--- src/hdl/time_of_day_seconds_arithmetic_unit_defines.svh ---
// Assertion macros shared by the time-of-day unit's modules.
`ifndef TIME_OF_DAY_SECONDS_ARITHMETIC_UNIT_DEFINES_SVH
`define TIME_OF_DAY_SECONDS_ARITHMETIC_UNIT_DEFINES_SVH

// A property that must hold at every edge outside reset.
`define TDSA_ASSERT(lbl, prop, msg) \
  lbl: assert property (@(posedge clk) disable iff (!rst_n) (prop)) else $error(msg);

// A consequence that must hold at every edge where the antecedent holds.
`define TDSA_ASSERT_IMPL(lbl, ante, cons, msg) \
  lbl: assert property (@(posedge clk) disable iff (!rst_n) (ante) |-> (cons)) \
    else $error(msg);

`endif

--- src/hdl/tdsa_pkg.sv ---
// Shared constants, request codes and types of the time-of-day unit.
package tdsa_pkg;

  localparam int unsigned SEC_W = 17;

  localparam logic [SEC_W-1:0] SECS_PER_DAY  = 17'd86400;
  localparam logic [SEC_W-1:0] SECS_PER_HOUR = 17'd3600;
  localparam logic [5:0]       SECS_PER_MIN  = 6'd60;
  localparam logic [4:0]       HOURS_PER_DAY = 5'd24;

  localparam logic [1:0] REQ_SET = 2'd0;
  localparam logic [1:0] REQ_ADD = 2'd1;
  localparam logic [1:0] REQ_SUB = 2'd2;
  localparam logic [1:0] REQ_CMP = 2'd3;

  // Reciprocal of one day, scaled by 2^48; the quotient estimate is low by at most one.
  localparam int unsigned   DAY_SHIFT = 48;
  localparam logic [31:0]   RECIP_DAY = 32'((64'd1 << DAY_SHIFT) / 64'd86400);
  localparam int unsigned   QDAY_W    = 16;

  // Rounded-up reciprocals; exact for every value below one day or one hour.
  localparam int unsigned HOUR_SHIFT = 27;
  localparam logic [15:0] RECIP_HOUR = 16'(((32'd1 << HOUR_SHIFT) + 32'd3599) / 32'd3600);
  localparam int unsigned MIN_SHIFT  = 21;
  localparam logic [15:0] RECIP_MIN  = 16'(((32'd1 << MIN_SHIFT) + 32'd59) / 32'd60);

  typedef struct packed {
    logic [SEC_W-1:0] elapsed;
    logic             is_equal;
    logic             is_before;
    logic             is_after;
  } tdsa_cmp_t;

endpackage

--- src/hdl/time_of_day_seconds_arithmetic_unit.sv ---
// Top level of the time-of-day unit: request decode, day reduction and stored time.
//
// Holds a time of day and serves one request item per cycle on the in_ channel:
// set, add seconds, subtract seconds, or compare against a given time. Each
// accepted item yields exactly one result item on the out_ channel carrying the
// stored time after the request plus, for compare, the elapsed seconds and the
// equal, before and after flags. Both channels use valid and stall; an item moves
// on an edge where valid is high and stall is low.
// An accepted item moves through stages s1, s2 and s3, then a, b, c and o in tdsa_split.
// Throughput is one item per cycle; every stage has its own valid bit and
// moves whenever the stage after it is empty or moving, so bubbles close up.
// The stored time is kept as seconds since midnight and updated in the third
// stage, so back-to-back requests each see the effect of the one before.
// The amount is reduced modulo one day by a reciprocal multiply and a
// correction over the first two stages; the last four split seconds into
// hour, minute and second.
// Reset clears the stored time to midnight and empties the pipeline.
// A stall on out_ holds the result; the pipeline keeps accepting items until
// every stage is full, then raises in_stall.
`include "time_of_day_seconds_arithmetic_unit_defines.svh"

module time_of_day_seconds_arithmetic_unit (
  input  logic        clk,
  input  logic        rst_n,
  input  logic        in_valid,
  output logic        in_stall,
  input  logic [1:0]  in_req_type,
  input  logic [4:0]  in_time_hour,
  input  logic [5:0]  in_time_minute,
  input  logic [5:0]  in_time_second,
  input  logic [31:0] in_amount,
  output logic        out_valid,
  input  logic        out_stall,
  output logic [4:0]  out_hour,
  output logic [5:0]  out_minute,
  output logic [5:0]  out_second,
  output logic [16:0] out_elapsed_seconds,
  output logic        out_is_equal,
  output logic        out_is_before,
  output logic        out_is_after
);

  logic                         s1_v_r, s2_v_r, s3_v_r;
  logic                         s1_rdy, s2_rdy, s3_rdy, split_rdy;

  logic [1:0]                   s1_req_r, s2_req_r;
  logic [tdsa_pkg::SEC_W-1:0]   s1_given_r, s2_given_r;
  logic [31:0]                  s1_amount_r;
  logic [tdsa_pkg::QDAY_W-1:0]  s1_q_r;
  logic [tdsa_pkg::SEC_W-1:0]   s2_delta_r;
  logic [tdsa_pkg::SEC_W-1:0]   cur_r, s3_t_r;
  tdsa_pkg::tdsa_cmp_t          s3_cmp_r;

  logic [4:0]                   gh;
  logic [5:0]                   gm, gs;
  logic [tdsa_pkg::SEC_W-1:0]   given_nxt;
  logic [63:0]                  day_prod;
  logic [31:0]                  q_base;
  logic [31:0]                  rem_raw;
  logic [17:0]                  rem_lo;
  logic [tdsa_pkg::SEC_W-1:0]   delta_nxt;
  logic [17:0]                  add_sum;
  logic [tdsa_pkg::SEC_W-1:0]   add_t, sub_t, elapsed_t, t_nxt;
  tdsa_pkg::tdsa_cmp_t          cmp_nxt;

  assign s3_rdy   = !s3_v_r || split_rdy;
  assign s2_rdy   = !s2_v_r || s3_rdy;
  assign s1_rdy   = !s1_v_r || s2_rdy;
  assign in_stall = !s1_rdy;

  // Out-of-range parts of a given time count as zero.
  assign gh = (in_time_hour   < tdsa_pkg::HOURS_PER_DAY) ? in_time_hour   : 5'd0;
  assign gm = (in_time_minute < tdsa_pkg::SECS_PER_MIN)  ? in_time_minute : 6'd0;
  assign gs = (in_time_second < tdsa_pkg::SECS_PER_MIN)  ? in_time_second : 6'd0;
  assign given_nxt = 17'(gh) * tdsa_pkg::SECS_PER_HOUR
                   + 17'(gm) * 17'(tdsa_pkg::SECS_PER_MIN) + 17'(gs);

  assign day_prod = 64'(in_amount) * 64'(tdsa_pkg::RECIP_DAY);

  // The quotient may be one short, leaving a remainder below two days.
  assign q_base    = 32'(s1_q_r) * 32'(tdsa_pkg::SECS_PER_DAY);
  assign rem_raw   = s1_amount_r - q_base;
  assign rem_lo    = rem_raw[17:0];
  assign delta_nxt = (rem_lo >= 18'(tdsa_pkg::SECS_PER_DAY))
                   ? 17'(rem_lo - 18'(tdsa_pkg::SECS_PER_DAY)) : rem_lo[16:0];

  assign add_sum   = 18'(cur_r) + 18'(s2_delta_r);
  assign add_t     = (add_sum >= 18'(tdsa_pkg::SECS_PER_DAY))
                   ? 17'(add_sum - 18'(tdsa_pkg::SECS_PER_DAY)) : add_sum[16:0];
  assign sub_t     = (cur_r >= s2_delta_r) ? cur_r - s2_delta_r
                   : cur_r + (tdsa_pkg::SECS_PER_DAY - s2_delta_r);
  assign elapsed_t = (cur_r >= s2_given_r) ? cur_r - s2_given_r
                   : cur_r + (tdsa_pkg::SECS_PER_DAY - s2_given_r);

  always_comb begin
    cmp_nxt = '0;
    t_nxt   = cur_r;
    case (s2_req_r)
      tdsa_pkg::REQ_SET: t_nxt = s2_given_r;
      tdsa_pkg::REQ_ADD: t_nxt = add_t;
      tdsa_pkg::REQ_SUB: t_nxt = sub_t;
      tdsa_pkg::REQ_CMP: begin
        cmp_nxt.elapsed   = elapsed_t;
        cmp_nxt.is_equal  = (cur_r == s2_given_r);
        cmp_nxt.is_before = (cur_r <  s2_given_r);
        cmp_nxt.is_after  = (cur_r >  s2_given_r);
      end
      default: t_nxt = cur_r;
    endcase
  end

  always_ff @(posedge clk) begin
    if (!rst_n) begin
      s1_v_r <= 1'b0;
      s2_v_r <= 1'b0;
      s3_v_r <= 1'b0;
      cur_r  <= '0;
    end else begin
      if (s1_rdy) s1_v_r <= in_valid;
      if (s2_rdy) s2_v_r <= s1_v_r;
      if (s3_rdy) s3_v_r <= s2_v_r;
      if (s3_rdy && s2_v_r) cur_r <= t_nxt;
    end
  end

  always_ff @(posedge clk) begin
    if (s1_rdy && in_valid) begin
      s1_req_r    <= in_req_type;
      s1_given_r  <= given_nxt;
      s1_amount_r <= in_amount;
      s1_q_r      <= day_prod[tdsa_pkg::DAY_SHIFT +: tdsa_pkg::QDAY_W];
    end
    if (s2_rdy && s1_v_r) begin
      s2_req_r   <= s1_req_r;
      s2_given_r <= s1_given_r;
      s2_delta_r <= delta_nxt;
    end
    if (s3_rdy && s2_v_r) begin
      s3_t_r   <= t_nxt;
      s3_cmp_r <= cmp_nxt;
    end
  end

  tdsa_split u_split (
    .clk                 (clk),
    .rst_n               (rst_n),
    .up_valid            (s3_v_r),
    .up_ready            (split_rdy),
    .up_secs             (s3_t_r),
    .up_cmp              (s3_cmp_r),
    .out_valid           (out_valid),
    .out_stall           (out_stall),
    .out_hour            (out_hour),
    .out_minute          (out_minute),
    .out_second          (out_second),
    .out_elapsed_seconds (out_elapsed_seconds),
    .out_is_equal        (out_is_equal),
    .out_is_before       (out_is_before),
    .out_is_after        (out_is_after)
  );

  `TDSA_ASSERT(a_state_in_day, cur_r < tdsa_pkg::SECS_PER_DAY, "stored time beyond one day")
  `TDSA_ASSERT_IMPL(a_delta_in_day, s2_v_r, s2_delta_r < tdsa_pkg::SECS_PER_DAY, "bad day remainder")
  `TDSA_ASSERT_IMPL(a_state_match, s3_v_r, s3_t_r == cur_r, "stage three disagrees with stored time")
  `TDSA_ASSERT_IMPL(a_flags_onehot0, s3_v_r, ($onehot0({s3_cmp_r.is_equal, s3_cmp_r.is_before, s3_cmp_r.is_after})), "conflicting compare flags")
  `TDSA_ASSERT_IMPL(a_equal_zero, s3_v_r && s3_cmp_r.is_equal, s3_cmp_r.elapsed == 17'd0, "equal times with nonzero elapsed")

endmodule

--- src/hdl/tdsa_split.sv ---
// Pipeline that splits seconds since midnight into hour, minute and second.
`include "time_of_day_seconds_arithmetic_unit_defines.svh"

module tdsa_split (
  input  logic                       clk,
  input  logic                       rst_n,
  input  logic                       up_valid,
  output logic                       up_ready,
  input  logic [tdsa_pkg::SEC_W-1:0] up_secs,
  input  tdsa_pkg::tdsa_cmp_t        up_cmp,
  output logic                       out_valid,
  input  logic                       out_stall,
  output logic [4:0]                 out_hour,
  output logic [5:0]                 out_minute,
  output logic [5:0]                 out_second,
  output logic [16:0]                out_elapsed_seconds,
  output logic                       out_is_equal,
  output logic                       out_is_before,
  output logic                       out_is_after
);

  logic                       a_v_r, b_v_r, c_v_r, o_v_r;
  logic                       a_rdy, b_rdy, c_rdy, o_rdy;

  logic [tdsa_pkg::SEC_W-1:0] a_t_r;
  logic [4:0]                 a_h_r, b_h_r, c_h_r, o_h_r;
  logic [11:0]                b_rem_r, c_rem_r;
  logic [5:0]                 c_m_r, o_m_r, o_s_r;
  tdsa_pkg::tdsa_cmp_t        a_cmp_r, b_cmp_r, c_cmp_r, o_cmp_r;

  logic [32:0]                hour_prod;
  logic [4:0]                 a_h_nxt;
  logic [tdsa_pkg::SEC_W-1:0] hour_base;
  logic [tdsa_pkg::SEC_W-1:0] rem_full;
  logic [11:0]                b_rem_nxt;
  logic [27:0]                min_prod;
  logic [5:0]                 c_m_nxt;
  logic [11:0]                min_base;
  logic [11:0]                sec_full;
  logic [5:0]                 o_s_nxt;

  assign o_rdy    = !o_v_r || !out_stall;
  assign c_rdy    = !c_v_r || o_rdy;
  assign b_rdy    = !b_v_r || c_rdy;
  assign a_rdy    = !a_v_r || b_rdy;
  assign up_ready = a_rdy;

  assign hour_prod = 33'(up_secs) * 33'(tdsa_pkg::RECIP_HOUR);
  assign a_h_nxt   = hour_prod[tdsa_pkg::HOUR_SHIFT +: 5];

  assign hour_base = 17'(a_h_r) * tdsa_pkg::SECS_PER_HOUR;
  assign rem_full  = a_t_r - hour_base;
  assign b_rem_nxt = rem_full[11:0];

  assign min_prod  = 28'(b_rem_r) * 28'(tdsa_pkg::RECIP_MIN);
  assign c_m_nxt   = min_prod[tdsa_pkg::MIN_SHIFT +: 6];

  assign min_base  = 12'(c_m_r) * 12'(tdsa_pkg::SECS_PER_MIN);
  assign sec_full  = c_rem_r - min_base;
  assign o_s_nxt   = sec_full[5:0];

  always_ff @(posedge clk) begin
    if (!rst_n) begin
      a_v_r <= 1'b0;
      b_v_r <= 1'b0;
      c_v_r <= 1'b0;
      o_v_r <= 1'b0;
    end else begin
      if (a_rdy) a_v_r <= up_valid;
      if (b_rdy) b_v_r <= a_v_r;
      if (c_rdy) c_v_r <= b_v_r;
      if (o_rdy) o_v_r <= c_v_r;
    end
  end

  always_ff @(posedge clk) begin
    if (a_rdy && up_valid) begin
      a_t_r   <= up_secs;
      a_h_r   <= a_h_nxt;
      a_cmp_r <= up_cmp;
    end
    if (b_rdy && a_v_r) begin
      b_rem_r <= b_rem_nxt;
      b_h_r   <= a_h_r;
      b_cmp_r <= a_cmp_r;
    end
    if (c_rdy && b_v_r) begin
      c_m_r   <= c_m_nxt;
      c_rem_r <= b_rem_r;
      c_h_r   <= b_h_r;
      c_cmp_r <= b_cmp_r;
    end
    if (o_rdy && c_v_r) begin
      o_s_r   <= o_s_nxt;
      o_m_r   <= c_m_r;
      o_h_r   <= c_h_r;
      o_cmp_r <= c_cmp_r;
    end
  end

  assign out_valid           = o_v_r;
  assign out_hour            = o_h_r;
  assign out_minute          = o_m_r;
  assign out_second          = o_s_r;
  assign out_elapsed_seconds = o_cmp_r.elapsed;
  assign out_is_equal        = o_cmp_r.is_equal;
  assign out_is_before       = o_cmp_r.is_before;
  assign out_is_after        = o_cmp_r.is_after;

  `TDSA_ASSERT_IMPL(a_hour_range, o_v_r, o_h_r < tdsa_pkg::HOURS_PER_DAY, "hour out of range")
  `TDSA_ASSERT_IMPL(a_min_range, o_v_r, o_m_r < tdsa_pkg::SECS_PER_MIN, "minute out of range")
  `TDSA_ASSERT_IMPL(a_rem_range, c_v_r, c_rem_r < 12'd3600, "hour remainder out of range")

endmodule
--- config.mk ---
export PLATFORM = sky130hd
export DESIGN_NAME = time_of_day_seconds_arithmetic_unit
export DESIGN_NICKNAME = d
export VERILOG_FILES = /design/src/hdl/tdsa_pkg.sv /design/src/hdl/time_of_day_seconds_arithmetic_unit.sv /design/src/hdl/tdsa_split.sv
export VERILOG_INCLUDE_DIRS = /design/src /design/src/hdl
export SDC_FILE = /design/constraint.sdc
export NUM_CORES = 2
export LEC_CHECK = 0
export BUFFER_PORTS_ARGS = -buffer_cell sky130_fd_sc_hd__buf_2
export CAP_MARGIN = 25
export CORE_MARGIN = 1.5
export CORE_UTILIZATION = 35
export CTS_CLUSTER_DIAMETER = 60
export DETAILED_ROUTE_END_ITERATION = 12
export GPL_TIMING_DRIVEN = 0
export SLEW_MARGIN = 25
export SYNTH_ARGS = -nofsm -noshare
export SYNTH_HDL_FRONTEND = slang
export SYNTH_SLANG_ARGS = --single-unit
--- constraint.sdc ---
create_clock -name clk -period 7.8 [get_ports clk]
set_input_delay 0.39 -clock clk [delete_from_list [all_inputs] [get_ports clk]]
set_output_delay 0.39 -clock clk [all_outputs]
set_load 0.03 [all_outputs]
==> flow_metrics.env <==
export IMPL_gp_congestion=0.873
export IMPL_rsz0062_at_grt="false"
export IMPL_status="finished clean"
export IMPL_place_area_mm2=0.0379
export IMPL_h_tree_depth=2
export IMPL_grt_ovfl_total=0
export IMPL_antenna_found_initial=0
export IMPL_num_rows=116
export IMPL_ant_nets=0
export IMPL_first_pass_iters=5
export IMPL_yosys_cell_count_top_type="ha_1"
export IMPL_fillers=9740
export IMPL_numCtsBuffers=36
export IMPL_synth_fp_nets=4438
export IMPL_finalCriticalPeriod_ns=7.30
export IMPL_clock_root_buffer="clkbuf_16"
export IMPL_cts_tree="built"
export IMPL_wire_per_inst_um=16.0
export IMPL_fmax_mhz=137
export IMPL_track_usage_pct=15.3
export IMPL_maxCapViolations=0
export IMPL_vias_per_cell=4.80
export IMPL_yosys_area_top_type="ha_1"
export IMPL_syn_inst=3244
export IMPL_syn_area_mm2=0.0355
export IMPL_crit_start="in_amount[12]"
export IMPL_synth_area_per_cell_um2=10.9
export IMPL_grt_max_degree=26
export IMPL_min_path_type="input pin to flop"
export IMPL_route_detailed_drc=0
export IMPL_placement_io_buffers=93
export IMPL_use_met2_pct=28.3
export IMPL_r2r_start="s3_t_r[8]"
export IMPL_met3_usage_pct=1.28
export IMPL_finalHoldViolCount=0
export IMPL_postCtsSetupBuffers=0
export IMPL_top_usage_layer="met2"
export IMPL_synthTopCellsByCount="766 x ha_1, 734 x inv_1, 373 x fa_1"
export IMPL_final_setup_tns_ns=0
export IMPL_dp_cells=4702
export IMPL_clk_insertion_delay_late_ns=0.56
export IMPL_netlist_area_leader_share_pct=27.0
export IMPL_worstPathMaxFanout=11
export IMPL_final_core_util_pct=39.0
export IMPL_yosys_cell_types_count=95
export IMPL_worstPathRequired_ns=8.09
export IMPL_finalCritPeriodShare_pct=93.6
export IMPL_ios=94
export IMPL_end_kind="flop"
export IMPL_diodes=0
export IMPL_fin_worst_skew_ns=0.0243
export IMPL_core_mm2=0.100
export IMPL_dieArea_mm2=0.103
export IMPL_clockBufferDepth=3
export IMPL_grt_pass1_vias=23900
export IMPL_synth_seq_area_share_pct=24.1
export IMPL_ys_ff_latch=293
export IMPL_worst_slew_pin_slew_ns=0.916
export IMPL_die_y_um=321
export IMPL_fin_area_mm2=0.0391
export IMPL_final_nets=4578
export IMPL_slew_violations=0
export IMPL_start_util_pct=35.4
export IMPL_via_count=22900
export IMPL_setup_viol=0
export IMPL_path_clk_slew_ns=0.05
export IMPL_cp_start_kind="input pin"
export IMPL_grt_pass1_wl_um=125000
export IMPL_grtUsageMet1_pct=19.2
export IMPL_syn2layout_area_growth_pct=10.2
export IMPL_drive_above_1_share_pct=6.36
export IMPL_routed_wl_um=76500
export IMPL_hp_start="in_valid"
export IMPL_ys_flop_type="edfxtp_1"
export IMPL_dp_hpwl_um=64100
export IMPL_instances_no_fill=4769
export IMPL_yosysWarnings=0
export IMPL_synth_edf_count=269
export IMPL_async_flop_share_pct=0
export IMPL_slew_headroom_pct=38.5
export IMPL_path_class="input pin to flop"
export IMPL_die_w_um=321
export IMPL_drt_iter0_markers=904
export IMPL_arrival_ns=7.59
export IMPL_cts_num_sinks=293
export IMPL_synth_area_top_cells="ha_1 27%, edfxtp_1 23%, fa_1 21%"
## flip-flops by register name, summed over array words and instances, names as in the netlist, 5 cells and up
signal and cells:
u_split.c_h_r 5, s3_t_r 17, u_split.a_h_r 5, u_split.out_elapsed_seconds 17
u_split.a_t_r 12, u_split.out_hour 5, cur_r 17, s2_given_r 17
u_split.b_h_r 5, s1_q_r 11, u_split.b_rem_r 12, s3_cmp_r 20
u_split.out_minute 6, u_split.c_cmp_r 20, s1_amount_r 18, u_split.a_cmp_r 20
u_split.c_m_r 6, u_split.b_cmp_r 20, u_split.c_rem_r 6, s1_given_r 17
s2_delta_r 17, u_split.out_second 6
## worst paths after layout
| path | end | slack (ns) | cells past startpoint |
|---|---|---|---|
| min | s1_v_r | 0.07 | 2 |
| min reg2reg | s2_given_r[8] | 0.41 | 0 |
| max | s1_q_r[10] | 0.50 | 26 |
| max reg2reg | u_split.a_h_r[3] | 2.11 | 19 |
## critical path, stage by stage
cell and delay, ns:
buf_2 0.26, fa_1 0.48, ha_1 0.28, inv_1 0.06, fa_1 0.54, inv_1 0.06
fa_1 0.51, inv_1 0.05, fa_1 0.47, inv_1 0.05, fa_1 0.50, fa_1 0.54
inv_1 0.05, fa_1 0.52, inv_1 0.04, ha_1 0.29, nand4_1 0.12, nor2_1 0.25
nand2_1 0.14, a2111oi_2 0.47, o31a_1 0.29, a221oi_1 0.14, o41ai_1 0.55, a21o_1 0.25
a31oi_1 0.12, xnor2_1 0.13
## cell families (layout without fill, tap and decap cells)
group,Yosys count,in the layout,synth area share [%]
DFF,293,293,24.1
muxes,29,29,1.01
buffers and inverters,773,941,8.26
xor gates and xnor gates,160,160,4.10
adders and majority gates,1139,1139,48.1
and+or+nand+nor,405,405,5.70
AOI/OAI and AO/OA,445,445,8.73
## stage by stage
step / worst slack [ns] / hold slack (ns)
after detailed placement: -0.362 / 0.405
after floorplan: 1.09 / 0.400
after global routing: 0.0399 / 0.0741
final: 0.502 / 0.0677
after CTS: 0.196 / 0.0382
after global placement: -0.551 / 0.401
## layout by cell type (no fill, tap or decap), drive strengths merged, types with 11 or more instances in the layout
| master | instances |
|---|---|
| nor2 | 98 |
| a21oi | 106 |
| fa | 373 |
| nand4 | 27 |
| o211ai | 16 |
| nand3 | 33 |
| clkbuf | 72 |
| a211oi | 24 |
| or3 | 14 |
| buf | 112 |
| mux2i | 20 |
| nor3 | 26 |
| edfxtp | 269 |
| o21ai | 76 |
| o21a | 20 |
| a21o | 40 |
| o21bai | 28 |
| and2 | 19 |
| nand2b | 22 |
| xor2 | 44 |
| inv | 741 |
| a31oi | 25 |
| nor2b | 22 |
| ha | 766 |
| xnor2 | 116 |
| a21boi | 11 |
| nand2 | 101 |
| and3 | 11 |
| dfxtp | 24 |
## per-layer routing
metal / vias to the layer above / part of all wire, % / wire length [um]
li1: 11200 / - / -
met1: 11300 / 44 / 33400
met2: 314 / 52 / 39500
met3: 87 / 2.8 / 2130
met4: 0 / 1.9 / 1490
met5: - / 0 / 0
## timing repair
item	CTS	global route
setup endpoints to repair	0	3
hold endpoints to repair	1	0
hold buffers	1	0
gates resized for setup	0	1
## layout make-up
| type | instances | area (um2) | area share (%) |
|---|---|---|---|
| plain buffers | 36 | 163 | 0.416 |
| clock buffers | 47 | 952 | 2.44 |
| clock inverters | 19 | 219 | 0.560 |
| inverters | 737 | 2770 | 7.08 |
| multi-input cells | 2178 | 24000 | 61.5 |
| flip-flops and latches | 293 | 8560 | 21.9 |
| well taps | 1357 | 1700 | 4.35 |
| repair buffers | 102 | 681 | 1.74 |
Power is left out: the tool's default activity adds up to more than one toggle a clock period on the data nets, which glitch-free logic cannot reach.
